$ cat src/rbfm_pkg.sv
`timescale 1ns / 1ps
// Shared widths, codes and types of the radial brush falloff mask unit.
package rbfm_pkg;

   localparam int IDX_W       = 14;
   localparam int RADIUS_W    = 6;
   localparam int KIND_W      = 2;
   localparam int SIDE_W      = RADIUS_W + 1;
   localparam int AREA_W      = 2 * SIDE_W;
   localparam int RR_W        = 2 * RADIUS_W;
   localparam int DIST_W      = RR_W + 1;
   localparam int FRAC_W      = 16;
   localparam int ROOT_W      = (DIST_W + 1) / 2 + FRAC_W;
   localparam int RFX_W       = RADIUS_W + FRAC_W;
   localparam int NSQ_W       = 2 * RFX_W;
   localparam int NUM_W       = NSQ_W - FRAC_W;
   localparam int OPACITY_W   = FRAC_W + 1;
   localparam int REQ_TDATA_W = 16;
   localparam int RSP_TDATA_W = 24;
   localparam int CSR_ADDR_W  = 1;
   localparam int CSR_DATA_W  = RADIUS_W;
   localparam int DIV_STEPS   = 4;
   localparam int SQRT_STEPS  = 4;

   localparam logic [OPACITY_W-1:0] OPACITY_ONE = OPACITY_W'(1) << FRAC_W;

   typedef enum logic [KIND_W-1:0] {
      KIND_CONSTANT  = 2'd0,
      KIND_LINEAR    = 2'd1,
      KIND_QUADRATIC = 2'd2
   } falloff_kind_type;

   typedef enum logic [CSR_ADDR_W-1:0] {
      CSR_BRUSH_RADIUS = 1'b0,
      CSR_FALLOFF_KIND = 1'b1
   } csr_index_type;

   typedef struct packed {
      logic out_of_range;
      logic in_disc;
      logic in_reach;
   } item_flags_type;

endpackage

$ cat src/rbfm_div.sv
`timescale 1ns / 1ps
// Pipelined restoring divider with a tag that travels alongside each request.
module rbfm_div #(
   parameter int DVD_W = 14,
   parameter int DVS_W = 7,
   parameter int Q_W   = 7,
   parameter int STEPS = 4,
   parameter int TAG_W = 1
) (
   input  logic             clock,
   input  logic             reset,
   input  logic             in_valid,
   output logic             in_ready,
   input  logic [DVD_W-1:0] in_dividend,
   input  logic [DVS_W-1:0] in_divisor,
   input  logic [TAG_W-1:0] in_tag,
   output logic             out_valid,
   input  logic             out_ready,
   output logic [Q_W-1:0]   out_quotient,
   output logic [DVS_W-1:0] out_remainder,
   output logic [TAG_W-1:0] out_tag
);
   localparam int NST = (Q_W + STEPS - 1) / STEPS;
   localparam int CW  = (DVD_W > DVS_W + Q_W) ? DVD_W : DVS_W + Q_W;

   logic [NST-1:0]   valid_ff;
   logic [NST:0]     valid_chain;
   logic [NST:0]     enable;
   logic [CW-1:0]    rem_ff   [NST];
   logic [Q_W-1:0]   quot_ff  [NST];
   logic [DVS_W-1:0] dvs_ff   [NST];
   logic [TAG_W-1:0] tag_ff   [NST];
   logic [CW-1:0]    rem_src  [NST];
   logic [Q_W-1:0]   quot_src [NST];
   logic [DVS_W-1:0] dvs_src  [NST];
   logic [TAG_W-1:0] tag_src  [NST];

   // A stage takes new content when it is empty or its content moves on.
   always_comb begin
      enable[NST] = out_ready;
      for (int k = NST - 1; k >= 0; k--) begin
         enable[k] = !valid_ff[k] || enable[k+1];
      end
   end

   assign valid_chain = {valid_ff, in_valid};

   always_ff @(posedge clock) begin
      if (reset) begin
         valid_ff <= '0;
      end else begin
         for (int k = 0; k < NST; k++) begin
            if (enable[k]) begin
               valid_ff[k] <= valid_chain[k];
            end
         end
      end
   end

   for (genvar k = 0; k < NST; k++) begin : g_stage
      logic [CW-1:0]  rem_in;
      logic [Q_W-1:0] quot_in;

      if (k == 0) begin : g_head
         assign rem_src[k]  = CW'(in_dividend);
         assign quot_src[k] = '0;
         assign dvs_src[k]  = in_divisor;
         assign tag_src[k]  = in_tag;
      end else begin : g_body
         assign rem_src[k]  = rem_ff[k-1];
         assign quot_src[k] = quot_ff[k-1];
         assign dvs_src[k]  = dvs_ff[k-1];
         assign tag_src[k]  = tag_ff[k-1];
      end

      // Each stage resolves up to STEPS quotient bits, most significant first.
      always_comb begin
         logic [CW-1:0]  rem_v;
         logic [Q_W-1:0] quot_v;
         logic [CW-1:0]  trial;
         rem_v  = rem_src[k];
         quot_v = quot_src[k];
         trial  = '0;
         for (int j = 0; j < STEPS; j++) begin
            if (k * STEPS + j < Q_W) begin
               trial = CW'(dvs_src[k]) << (Q_W - 1 - (k * STEPS + j));
               if (rem_v >= trial) begin
                  rem_v = rem_v - trial;
                  quot_v[Q_W-1-(k*STEPS+j)] = 1'b1;
               end
            end
         end
         rem_in  = rem_v;
         quot_in = quot_v;
      end

      always_ff @(posedge clock) begin
         if (enable[k]) begin
            rem_ff[k]  <= rem_in;
            quot_ff[k] <= quot_in;
            dvs_ff[k]  <= dvs_src[k];
            tag_ff[k]  <= tag_src[k];
         end
      end
   end

   assign in_ready      = enable[0];
   assign out_valid     = valid_ff[NST-1];
   assign out_quotient  = quot_ff[NST-1];
   assign out_remainder = rem_ff[NST-1][DVS_W-1:0];
   assign out_tag       = tag_ff[NST-1];

endmodule

$ cat src/rbfm_isqrt.sv
`timescale 1ns / 1ps
// Pipelined digit-by-digit square root of a value scaled by 2 to the 2*FRAC_W.
module rbfm_isqrt #(
   parameter int IN_W   = 13,
   parameter int FRAC_W = 16,
   parameter int STEPS  = 4,
   parameter int TAG_W  = 3,
   localparam int ROOT_W = (IN_W + 1) / 2 + FRAC_W
) (
   input  logic              clock,
   input  logic              reset,
   input  logic              in_valid,
   output logic              in_ready,
   input  logic [IN_W-1:0]   in_value,
   input  logic [TAG_W-1:0]  in_tag,
   output logic              out_valid,
   input  logic              out_ready,
   output logic [ROOT_W-1:0] out_root,
   output logic [TAG_W-1:0]  out_tag
);
   localparam int HALF  = (IN_W + 1) / 2;
   localparam int XP_W  = 2 * HALF;
   localparam int REM_W = ROOT_W + 2;
   localparam int NST   = (ROOT_W + STEPS - 1) / STEPS;

   logic [NST-1:0]    valid_ff;
   logic [NST:0]      valid_chain;
   logic [NST:0]      enable;
   logic [XP_W-1:0]   val_ff   [NST];
   logic [REM_W-1:0]  rem_ff   [NST];
   logic [ROOT_W-1:0] root_ff  [NST];
   logic [TAG_W-1:0]  tag_ff   [NST];
   logic [XP_W-1:0]   val_src  [NST];
   logic [REM_W-1:0]  rem_src  [NST];
   logic [ROOT_W-1:0] root_src [NST];
   logic [TAG_W-1:0]  tag_src  [NST];

   always_comb begin
      enable[NST] = out_ready;
      for (int k = NST - 1; k >= 0; k--) begin
         enable[k] = !valid_ff[k] || enable[k+1];
      end
   end

   assign valid_chain = {valid_ff, in_valid};

   always_ff @(posedge clock) begin
      if (reset) begin
         valid_ff <= '0;
      end else begin
         for (int k = 0; k < NST; k++) begin
            if (enable[k]) begin
               valid_ff[k] <= valid_chain[k];
            end
         end
      end
   end

   for (genvar k = 0; k < NST; k++) begin : g_stage
      logic [REM_W-1:0]  rem_in;
      logic [ROOT_W-1:0] root_in;

      if (k == 0) begin : g_head
         assign val_src[k]  = XP_W'(in_value);
         assign rem_src[k]  = '0;
         assign root_src[k] = '0;
         assign tag_src[k]  = in_tag;
      end else begin : g_body
         assign val_src[k]  = val_ff[k-1];
         assign rem_src[k]  = rem_ff[k-1];
         assign root_src[k] = root_ff[k-1];
         assign tag_src[k]  = tag_ff[k-1];
      end

      // The low FRAC_W bit pairs of the scaled radicand are all zero.
      always_comb begin
         logic [REM_W-1:0]  rem_v;
         logic [ROOT_W-1:0] root_v;
         logic [REM_W-1:0]  trial;
         logic [1:0]        pair;
         int                p;
         rem_v  = rem_src[k];
         root_v = root_src[k];
         trial  = '0;
         pair   = '0;
         p      = 0;
         for (int j = 0; j < STEPS; j++) begin
            if (k * STEPS + j < ROOT_W) begin
               p = ROOT_W - 1 - (k * STEPS + j);
               if (p >= FRAC_W) begin
                  pair = val_src[k][2*(p-FRAC_W) +: 2];
               end else begin
                  pair = 2'b00;
               end
               rem_v = (rem_v << 2) | REM_W'(pair);
               trial = (REM_W'(root_v) << 2) | REM_W'(1);
               if (rem_v >= trial) begin
                  rem_v  = rem_v - trial;
                  root_v = {root_v[ROOT_W-2:0], 1'b1};
               end else begin
                  root_v = {root_v[ROOT_W-2:0], 1'b0};
               end
            end
         end
         rem_in  = rem_v;
         root_in = root_v;
      end

      always_ff @(posedge clock) begin
         if (enable[k]) begin
            val_ff[k]  <= val_src[k];
            rem_ff[k]  <= rem_in;
            root_ff[k] <= root_in;
            tag_ff[k]  <= tag_src[k];
         end
      end
   end

   assign in_ready  = enable[0];
   assign out_valid = valid_ff[NST-1];
   assign out_root  = root_ff[NST-1];
   assign out_tag   = tag_ff[NST-1];

endmodule

$ cat src/radial_brush_falloff_mask_unit.sv
`timescale 1ns / 1ps
// Top level of the radial brush falloff mask unit: opacity of one brush mask cell.
//
//   Port group  Direction  Contents
//   req_*       in         cell index, one request per cycle while req_tready
//   rsp_*       out        opacity (16 fraction bits) and out-of-range flag
//   csr_*       in         brush radius and falloff kind writes
//
// One request is accepted per cycle while no stall holds the pipeline; the result passes
// through 3 local stages, 2 for the row/column split, 6 for the square root of the
// distance and 5 for the final quotient, each resolving up to four digits per stage.
// Reset is synchronous and clears all valid bits and both configuration registers.
// When the result side stalls, each stage holds until the next one frees up,
// and empty stages keep filling, so no request is dropped or repeated.
module radial_brush_falloff_mask_unit #(
   parameter int MAX_RADIUS = 63
) (
   input  logic                                clock,
   input  logic                                reset,
   input  logic                                req_tvalid,
   output logic                                req_tready,
   input  logic [rbfm_pkg::REQ_TDATA_W-1:0]    req_tdata,   // [13:0] cell_index
   output logic                                rsp_tvalid,
   input  logic                                rsp_tready,
   output logic [rbfm_pkg::RSP_TDATA_W-1:0]    rsp_tdata,   // [16:0] opacity
   output logic                                rsp_tuser,   // [0] index_out_of_range
   input  logic                                csr_we,
   input  logic [rbfm_pkg::CSR_ADDR_W-1:0]     csr_addr,
   input  logic [rbfm_pkg::CSR_DATA_W-1:0]     csr_wdata
);
   import rbfm_pkg::*;

   localparam int RADIUS_TOP = (1 << RADIUS_W) - 1;
   localparam int RMAX_CLIP  = (MAX_RADIUS < RADIUS_TOP) ? MAX_RADIUS : RADIUS_TOP;
   localparam logic [RADIUS_W-1:0] RMAX = RADIUS_W'(RMAX_CLIP);

   // Configuration.
   logic [RADIUS_W-1:0] radius_ff;
   logic [KIND_W-1:0]   kind_ff;
   logic [SIDE_W-1:0]   mask_side;
   logic [AREA_W-1:0]   mask_area;
   logic [RR_W-1:0]     radius_sq;

   // Entry stage.
   logic               s0_valid_ff;
   logic [IDX_W-1:0]   s0_index_ff;
   logic               s0_oor_ff;
   logic               s0_oor_in;
   logic               s0_enable;

   // Row and column split.
   logic               div1_ready;
   logic               rc_valid;
   logic [SIDE_W-1:0]  rc_row;
   logic [SIDE_W-1:0]  rc_col;
   logic               rc_oor;

   // Distance stage.
   logic                dist_valid_ff;
   logic [DIST_W-1:0]   dist_ff;
   item_flags_type      dist_flags_ff;
   logic [DIST_W-1:0]   dist_in;
   item_flags_type      dist_flags_in;
   logic [RADIUS_W-1:0] dy;
   logic [RADIUS_W-1:0] dx;
   logic                dist_enable;

   // Square root.
   logic                sqrt_ready;
   logic                sq_valid;
   logic [ROOT_W-1:0]   sq_root;
   item_flags_type      sq_flags;

   // Numerator stage.
   logic                num_valid_ff;
   logic [NUM_W-1:0]    num_ff;
   logic [RR_W-1:0]     den_ff;
   logic                num_oor_ff;
   logic [NUM_W-1:0]    num_in;
   logic [RR_W-1:0]     den_in;
   logic [RFX_W-1:0]    radius_fx;
   logic                beyond_edge;
   logic [RFX_W-1:0]    edge_gap;
   logic [NSQ_W-1:0]    gap_sq;
   logic                num_enable;

   // Final quotient.
   logic                div2_ready;
   logic [OPACITY_W-1:0] opacity;

   always_ff @(posedge clock) begin
      if (reset) begin
         radius_ff <= '0;
         kind_ff   <= '0;
      end else if (csr_we) begin
         unique case (csr_addr)
            CSR_BRUSH_RADIUS: radius_ff <= (csr_wdata > RMAX) ? RMAX : csr_wdata;
            CSR_FALLOFF_KIND: kind_ff   <= csr_wdata[KIND_W-1:0];
         endcase
      end
   end

   assign mask_side = {radius_ff, 1'b1};
   assign mask_area = AREA_W'(mask_side) * AREA_W'(mask_side);
   assign radius_sq = RR_W'(radius_ff) * RR_W'(radius_ff);

   // Entry stage: range check against the mask area.
   assign s0_enable  = !s0_valid_ff || div1_ready;
   assign req_tready = s0_enable;
   assign s0_oor_in  = req_tdata[IDX_W-1:0] >= mask_area;

   always_ff @(posedge clock) begin
      if (reset) begin
         s0_valid_ff <= 1'b0;
      end else if (s0_enable) begin
         s0_valid_ff <= req_tvalid;
      end
   end

   always_ff @(posedge clock) begin
      if (s0_enable) begin
         s0_index_ff <= req_tdata[IDX_W-1:0];
         s0_oor_ff   <= s0_oor_in;
      end
   end

   rbfm_div #(
      .DVD_W (IDX_W),
      .DVS_W (SIDE_W),
      .Q_W   (SIDE_W),
      .STEPS (DIV_STEPS),
      .TAG_W (1)
   ) u_rowcol_div (
      .clock         (clock),
      .reset         (reset),
      .in_valid      (s0_valid_ff),
      .in_ready      (div1_ready),
      .in_dividend   (s0_index_ff),
      .in_divisor    (mask_side),
      .in_tag        (s0_oor_ff),
      .out_valid     (rc_valid),
      .out_ready     (dist_enable),
      .out_quotient  (rc_row),
      .out_remainder (rc_col),
      .out_tag       (rc_oor)
   );

   // Distance stage: squared distance from the centre cell.
   always_comb begin
      logic [SIDE_W-1:0] rad_ext;
      rad_ext = SIDE_W'(radius_ff);
      dy = (rc_row >= rad_ext) ? RADIUS_W'(rc_row - rad_ext) : RADIUS_W'(rad_ext - rc_row);
      dx = (rc_col >= rad_ext) ? RADIUS_W'(rc_col - rad_ext) : RADIUS_W'(rad_ext - rc_col);
      dist_in = DIST_W'(RR_W'(dy) * RR_W'(dy)) + DIST_W'(RR_W'(dx) * RR_W'(dx));
      dist_flags_in.out_of_range = rc_oor;
      dist_flags_in.in_disc      = dist_in < DIST_W'(radius_sq);
      dist_flags_in.in_reach     = dist_in <= DIST_W'(radius_sq);
   end

   assign dist_enable = !dist_valid_ff || sqrt_ready;

   always_ff @(posedge clock) begin
      if (reset) begin
         dist_valid_ff <= 1'b0;
      end else if (dist_enable) begin
         dist_valid_ff <= rc_valid;
      end
   end

   always_ff @(posedge clock) begin
      if (dist_enable) begin
         dist_ff       <= dist_in;
         dist_flags_ff <= dist_flags_in;
      end
   end

   rbfm_isqrt #(
      .IN_W   (DIST_W),
      .FRAC_W (FRAC_W),
      .STEPS  (SQRT_STEPS),
      .TAG_W  ($bits(item_flags_type))
   ) u_dist_sqrt (
      .clock     (clock),
      .reset     (reset),
      .in_valid  (dist_valid_ff),
      .in_ready  (sqrt_ready),
      .in_value  (dist_ff),
      .in_tag    (dist_flags_ff),
      .out_valid (sq_valid),
      .out_ready (num_enable),
      .out_root  (sq_root),
      .out_tag   (sq_flags)
   );

   // Numerator stage: every falloff ends as one quotient; fixed answers divide by one.
   assign radius_fx   = {radius_ff, FRAC_W'(0)};
   assign beyond_edge = sq_root >= ROOT_W'(radius_fx);
   assign edge_gap    = radius_fx - sq_root[RFX_W-1:0];
   assign gap_sq      = NSQ_W'(edge_gap) * NSQ_W'(edge_gap);

   always_comb begin
      num_in = '0;
      den_in = RR_W'(1);
      priority if (sq_flags.out_of_range) begin
         num_in = '0;
      end else if (radius_ff == '0) begin
         num_in = NUM_W'(OPACITY_ONE);
      end else begin
         unique case (kind_ff)
            KIND_CONSTANT: begin
               num_in = sq_flags.in_disc ? NUM_W'(OPACITY_ONE) : '0;
            end
            KIND_LINEAR: begin
               if (!beyond_edge) begin
                  num_in = NUM_W'(edge_gap);
                  den_in = RR_W'(radius_ff);
               end
            end
            default: begin
               // Quadratic; the unused selector code falls here too.
               if (sq_flags.in_reach) begin
                  num_in = gap_sq[NSQ_W-1:FRAC_W];
                  den_in = radius_sq;
               end
            end
         endcase
      end
   end

   assign num_enable = !num_valid_ff || div2_ready;

   always_ff @(posedge clock) begin
      if (reset) begin
         num_valid_ff <= 1'b0;
      end else if (num_enable) begin
         num_valid_ff <= sq_valid;
      end
   end

   always_ff @(posedge clock) begin
      if (num_enable) begin
         num_ff     <= num_in;
         den_ff     <= den_in;
         num_oor_ff <= sq_flags.out_of_range;
      end
   end

   rbfm_div #(
      .DVD_W (NUM_W),
      .DVS_W (RR_W),
      .Q_W   (OPACITY_W),
      .STEPS (DIV_STEPS),
      .TAG_W (1)
   ) u_opacity_div (
      .clock         (clock),
      .reset         (reset),
      .in_valid      (num_valid_ff),
      .in_ready      (div2_ready),
      .in_dividend   (num_ff),
      .in_divisor    (den_ff),
      .in_tag        (num_oor_ff),
      .out_valid     (rsp_tvalid),
      .out_ready     (rsp_tready),
      .out_quotient  (opacity),
      .out_remainder (),
      .out_tag       (rsp_tuser)
   );

   assign rsp_tdata = RSP_TDATA_W'(opacity);

endmodule

$ cat config.mk
export PLATFORM = sky130hd
export DESIGN_NAME = radial_brush_falloff_mask_unit
export DESIGN_NICKNAME = d
export VERILOG_FILES = /design/src/rbfm_pkg.sv /design/src/rbfm_div.sv /design/src/rbfm_isqrt.sv /design/src/radial_brush_falloff_mask_unit.sv
export SDC_FILE = /design/constraint.sdc
export NUM_CORES = 2
export LEC_CHECK = 0
export BUFFER_PORTS_ARGS = -buffer_cell sky130_fd_sc_hd__clkbuf_2
export CORE_MARGIN = 4
export CORE_UTILIZATION = 40
export CTS_BUF_LIST = sky130_fd_sc_hd__clkbuf_8 sky130_fd_sc_hd__clkbuf_16
export DETAILED_ROUTE_END_ITERATION = 12
export MAX_ROUTING_LAYER = met4
export PLACE_DENSITY = 0.54
export SYNTH_ARGS = -nofsm -noshare
export SYNTH_HDL_FRONTEND = slang
export SYNTH_SLANG_ARGS = --single-unit
export TNS_END_PERCENT = 10
$ cat constraint.sdc
create_clock -name clock -period 27.5 [get_ports clock]
set_clock_uncertainty 0.2 [all_clocks]
set_input_delay 6.875 -clock clock [delete_from_list [all_inputs] [get_ports clock]]
set_output_delay 6.875 -clock clock [all_outputs]
set_load 0.05 [all_outputs]
==> Word level (Yosys, flattened, before mapping) <==
Memory sizes are Yosys's and may differ from the RTL's. A register that Yosys moved wholly into a read port is not among the register bits.
Index checks and enable logic that the tools add are counted.
{ "totals": {"out_inout_bits": 27, "input_bits": 28, "n_memories": 12, "wordCells": 327, "register_bits": 95, "ram_bits": 743} }
{ "memory_table": {"columns": ["name", "words", "word_bits", "read_ports", "rd_clocked_by_memory_dff", "write_ports", "line", "text"], "rows": [
  ["u_dist_sqrt.rem_ff", 6, 25, 5, 0, 6, "rbfm_isqrt.sv:30", "logic [REM_W-1:0] rem_ff [NST];"],
  ["u_opacity_div.rem_ff", 5, 29, 4, 0, 5, "rbfm_div.sv:29", "logic [CW-1:0] rem_ff [NST];"],
  ["u_dist_sqrt.root_ff", 6, 23, 6, 0, 6, "rbfm_isqrt.sv:31", "logic [ROOT_W-1:0] root_ff [NST];"],
  ["u_opacity_div.quot_ff", 5, 17, 5, 0, 5, "rbfm_div.sv:30", "logic [Q_W-1:0] quot_ff [NST];"],
  ["u_dist_sqrt.val_ff", 6, 14, 5, 0, 6, "rbfm_isqrt.sv:29", "logic [XP_W-1:0] val_ff [NST];"],
  ["u_opacity_div.dvs_ff", 5, 12, 4, 0, 5, "rbfm_div.sv:31", "logic [DVS_W-1:0] dvs_ff [NST];"],
  ["+6 memories", null, null, null, null, null, null, null]
]} }
{ "classes": {"n_eq_ne": 1, "order_cmp": 54, "muxes": 131, "bitwise": 7, "add_sub_neg": 53, "n_reduce_logical": 37, "mul": 5} }
{ "ops": {"columns": ["cell", "n"], "rows": [
  ["$mux W29", 17],
  ["$ge A25 B25 Y1", 19],
  ["$mux W23", 17],
  ["$sub A23 B23 Y23", 14],
  ["$mux W25", 6],
  ["$or A25 B2 Y25", 6],
  ["$sub A25 B25 Y25", 5],
  ["$mux W14", 7],
  ["$mux W1", 73],
  ["$pmux W28 S2", 1],
  ["$mul A22 B22 Y44", 1],
  ["$mul A6 B6 Y12", 3],
  ["$mux W17", 2],
  ["$ge A29 B12 Y1", 1],
  ["$ge A29 B13 Y1", 1],
  ["$ge A29 B14 Y1", 1],
  ["$ge A29 B15 Y1", 1],
  ["$ge A29 B16 Y1", 1],
  ["$ge A29 B17 Y1", 1],
  ["$ge A29 B18 Y1", 1],
  ["$ge A29 B19 Y1", 1],
  ["$ge A29 B20 Y1", 1],
  ["$ge A29 B21 Y1", 1],
  ["$ge A29 B22 Y1", 1],
  ["other kinds (68)", 106]
]} }

==> Depth between registers and ports, before layout <==
{ "logic_depth": {"ltp_word": 18, "depth_mapped": 66, "ltp_nobuf": 63} }

==> Cells and area by module <==
From an unflattened synthesis, not the netlist that was laid out.
{ "hier_totals": {"cells_unflattened": 8355, "area_unflattened_um2": 74149.9} }
{ "by_module_without_submodules": {"columns": ["mod", "instances", "cells_each", "seq_area_each_um2", "area_per_inst_um2"], "rows": [
  ["rbfm_isqrt", 1, 2924, 6666.4, 24950.2],
  ["rbfm_div at u_opacity_div", 1, 2664, 7247.0, 23226.0],
  ["radial_brush_falloff_mask_unit", 1, 2285, 2382.3, 21476.8],
  ["rbfm_div at u_rowcol_div", 1, 482, 1271.2, 4496.8]
]} }

==> Worst setup path before layout <==
No wires, ideal clock.
{ "synth_timing": {"path_kind": "input port to output port", "from": "input rsp_tready", "to": "output req_tready", "path_buffers": 0, "path_stages": 10, "t_arrival_ps": 11960, "path_slack_ps": 8465, "required_ps": 20425, "path_cell_list": "nor2b_1 -> and3_1 -> and3_1 -> nand3_1 -> nor2_1 -> nand3_1 -> nor2_1 -> nand3_1 -> nor2_1 -> nand3_1"} }
{ "synth_between": {"elab_chain_len": 16} }
{ "synth_lines": {"columns": ["element", "line", "text"], "rows": [
  ["from (decl)", "radial_brush_falloff_mask_unit.sv:24", "input logic rsp_tready,"],
  ["$logic_or A1 B1 Y1 (5 in a row)", "rbfm_div.sv:42", "enable[k] = !valid_ff[k] || enable[k+1];"],
  ["$logic_or A1 B1 Y1", "radial_brush_falloff_mask_unit.sv:230", "assign num_enable = !num_valid_ff || div2_ready;"],
  ["$logic_or A1 B1 Y1", "rbfm_isqrt.sv:41", "enable[k] = !valid_ff[k] || enable[k+1];"],
  ["named net u_dist_sqrt.enable[5]", "rbfm_isqrt.sv:28", "logic [NST:0] enable;"],
  ["$logic_or A1 B1 Y1 (3 in a row)", "rbfm_isqrt.sv:41", null],
  ["named net u_dist_sqrt.enable[2]", "rbfm_isqrt.sv:28", null],
  ["$logic_or A1 B1 Y1 (2 in a row)", "rbfm_isqrt.sv:41", null],
  ["$logic_or A1 B1 Y1", "radial_brush_falloff_mask_unit.sv:160", "assign dist_enable = !dist_valid_ff || sqrt_ready;"],
  ["named net dist_enable", "radial_brush_falloff_mask_unit.sv:66", "logic dist_enable;"],
  ["$logic_or A1 B1 Y1 (2 in a row)", "rbfm_div.sv:42", null],
  ["$logic_or A1 B1 Y1", "radial_brush_falloff_mask_unit.sv:108", "assign s0_enable = !s0_valid_ff || div1_ready;"],
  ["to (decl)", "radial_brush_falloff_mask_unit.sv:21", "output logic req_tready,"]
]} }
The timed path passes the listed nets, and every way through them passes these cells.

==> Worst setup path after layout <==
Ends and elaborated chain as after synthesis.

==> results.py <==
metrics = {
    "sta": {
        "max_clock_freq_mhz": 54.5,
        "worst_pin_slew_ns": 1.14,
        "final_max_slew_viol_count": 0,
        "finalHoldViolations": 0,
        "whs_ns": 0.214,
        "finalSetupTns_ns": 0,
        "rsz0062_at_grt": "no",
        "relSlewSlack": 0.222,
        "setup_viol": 0,
        "fin_crit_sh": 0.667,
        "post-route-min-period_ns": 18.34,
    },
    "clocking": {
        "cts-resized-gates": 0,
        "cts.sinks": 580,
        "clk_latency_ns": 0.72,
        "cts_tree": "done",
        "cts_buffers": 74,
        "path_clk_slew_ns": 0.06,
        "hold_buffers": 0,
        "cts-root-buf": "clkbuf_16",
        "h-tree-depth": 3,
        "cts_setup_buffers": 0,
        "cts_buffer_depth": 3,
    },
    "die": {
        "num_rows": 154,
        "dieArea_sq_um": 185000,
        "core_sq_um": 176000,
        "die_h_um": 430,
        "initial_core_util": 0.403,
        "io_pins": 55,
        "dieWidth_um": 430,
    },
    "synthesis": {
        "netlist_area_sq_um": 71100,
        "synth_cells": 7994,
        "synth_mux_area_frac": 0.0310,
        "synthArstFlopShare": 0,
        "synth_seq_cells": 580,
        "synthFlopType": "edfxtp_1",
        "synth.distinct_cells": 108,
        "ys_seq_area_frac": 0.242,
        "synth_warnings": 0,
        "synthXorXnorAreaFrac": 0.0697,
        "synth_edf_count": 556,
        "synth_top_family_by_area": "adder cells",
        "synthAdderAreaFrac": 0.260,
        "synth_compound_area_frac": 0.170,
        "avgSynthCellArea_sq_um": 8.89,
        "yosys.area_share.simple": 0.168,
    },
    "layout": {
        "final_common_cell": "inv_1",
        "syn_to_final_growth_pct": 8.13,
        "layout-drive-gt1-share": 0.0644,
        "final_core_util": 0.435,
        "stdcell_count": 10428,
        "final_cell_mix": "inv_1, nor2_1, ha_1",
        "layout.nets": 9270,
    },
    "routing": {
        "avgViaCountPerCell": 5.48,
        "dr.pass1.iters": 6,
        "route.antenna.remaining_nets": 0,
        "met1_length_um": 86800,
        "drc_errors": 0,
        "highest_layer": "met4",
        "wl_met2_um": 92300,
        "routed_wl_um": 190000,
        "drt_iter0_drc": 3433,
        "wl_per_cell_um": 18.2,
        "route.met3.wl_um": 7120,
        "via_count": 57160,
    },
    "grt": {
        "grt_pass1_vias": 56851,
        "grt_pass1_wl_um": 308000,
        "antenna_found_initial": 4,
        "track_usage": 0.210,
        "grt_max_degree": 59,
        "gr-total-overflow": 0,
    },
    "min_path": {
        "min_path_type": "reg -> reg",
        "hold_start": "u_opacity_div.quot_ff[0][65]$_DFFE_PP_",
    },
    "placed_design": {
        "dp_hpwl_um": 153000,
        "place.gp.congestion": 0.893,
        "post-place-cells": 10289,
        "portBuffers": 45,
    },
    "setup_path": {
        "crit_path_start": "rsp_tready",
        "setup.worst_path.end_class": "output port",
        "crit_arrival_ns": 11.27,
        "crit_type": "in -> out",
        "path_cells": "clkbuf_2 > nor2b_1 > and3_1 > and3_1 > nand3_1 > buf_4 > nor2_1 > nand3_2 > buf_4 > nor2_1 > nand3_1 > nor2_1 > nand3_1 > buf_4 > clkbuf_2",
        "required_ns": 20.42,
        "crit_fanout": 39,
        "critPathLaunchType": "input pin",
        "r2r_start": "u_opacity_div.dvs_ff[0][25]$_DFFE_PP_",
        "max_stage_delay_ns": 0.67,
        "crit_slowest_cell": "nand3_1",
    },
    "outcome": {
        "status": "finished clean",
    },
    "job": {
        "drv_cap": 0,
    },
}
==> final timing paths <==
kind,endpoint,depth (start not counted),slack (ns)
worst min-delay path,u_opacity_div.quot_ff[0][82]$_DFFE_PP_,0,0.21
worst min register to register,u_opacity_div.quot_ff[0][82]$_DFFE_PP_,0,0.21
worst max-delay path,req_tready,15,9.16
worst max register to register,u_opacity_div.rem_ff[0][101]$_DFFE_PP_,57,10.94
==> layer usage <==
| metal | GRT usage | up-vias |
|---|---|---|
| met1 | 0.271 | 27584 |
| met4 | 0.0450 | 0 |
| met3 | 0.0213 | 215 |
| met2 | 0.357 | 1001 |
| li1 | - | 28360 |
| met5 | - | - |
==> stage by stage <==
stage,area (sq um),worst slack (ns)
floorplan,71100,8.47
global placement,74200,9.25
detailed placement,74200,9.12
CTS,76900,9.08
global route,76900,8.65
finish,76900,9.16
==> synth_stat cells, drive strengths merged, types with 24 or more instances <==
cell	instances	share of area
inv	921	0.049
nor4	67	0.0066
a21oi	535	0.038
buf	34	0.0027
o211ai	50	0.0054
mux2	143	0.023
nor3	174	0.013
mux2i	58	0.0082
a211oi	54	0.0058
o31ai	81	0.0086
clkbuf	142	0.0075
and2	61	0.0054
or3	65	0.0058
xnor2	383	0.047
nand2	580	0.031
and3	54	0.0048
or2	44	0.0039
a21o	176	0.019
ha	780	0.14
o21ai	413	0.029
or4	25	0.0026
o21bai	85	0.0090
a21boi	54	0.0057
xor2	183	0.023
nand4	108	0.0097
edfxtp	556	0.23
nand2b	117	0.010
fa	437	0.12
a22oi	24	0.0025
nand3	153	0.011
nor2b	111	0.0098
dfxtp	24	0.0068
o21a	91	0.0096
a31oi	54	0.0048
nor2	787	0.042
==> state kept, by name (all words and copies together) (netlist names), 2 cells and up <==
register and count:
den_ff 12, dist_ff 13, dist_flags_ff 3, kind_ff 2, num_ff 28, radius_ff 6, s0_index_ff 14, u_dist_sqrt.rem_ff 115
u_dist_sqrt.root_ff 78, u_dist_sqrt.tag_ff 18, u_dist_sqrt.val_ff 7, u_dist_sqrt.valid_ff 6, u_opacity_div.dvs_ff 48, u_opacity_div.quot_ff 57, u_opacity_div.rem_ff 116, u_opacity_div.tag_ff 5
u_opacity_div.valid_ff 5, u_rowcol_div.dvs_ff 6, u_rowcol_div.quot_ff 11, u_rowcol_div.rem_ff 21, u_rowcol_div.tag_ff 2, u_rowcol_div.valid_ff 2
==> cell families (layout without fill, tap and decap cells) <==
| group | count (synthesis) | in the layout |
|---|---|---|
| DFF | 580 | 580 |
| and+or+nand+nor | 2449 | 2449 |
| other | 1 | 9 |
| xor gates and xnor gates | 566 | 566 |
| buffers and inverters | 1106 | 1192 |
| AOI/OAI and AO/OA | 1874 | 1874 |
| adders and majority gates | 1217 | 1217 |
| muxes | 201 | 201 |
==> critical path: cells and delay by family <==
kind / cells / cell delay (ns)
buf+inv: 5 / 1.16
simple gates: 10 / 3.16
==> cell type report <==
class	count	area, sq um
Timing Repair Buffer	124	818
Multi-Input combinational cell	6315	49800
Sequential cell	580	17200
Clock inverter	61	719
Inverter	930	3490
Antenna cell	1	2.50
Tap cell	2340	2930
Fill cell	17498	99600
Clock buffer	77	1890
Power is not shown: default switching activity piles up to over one toggle a cycle in this logic, so the estimate is an artifact.
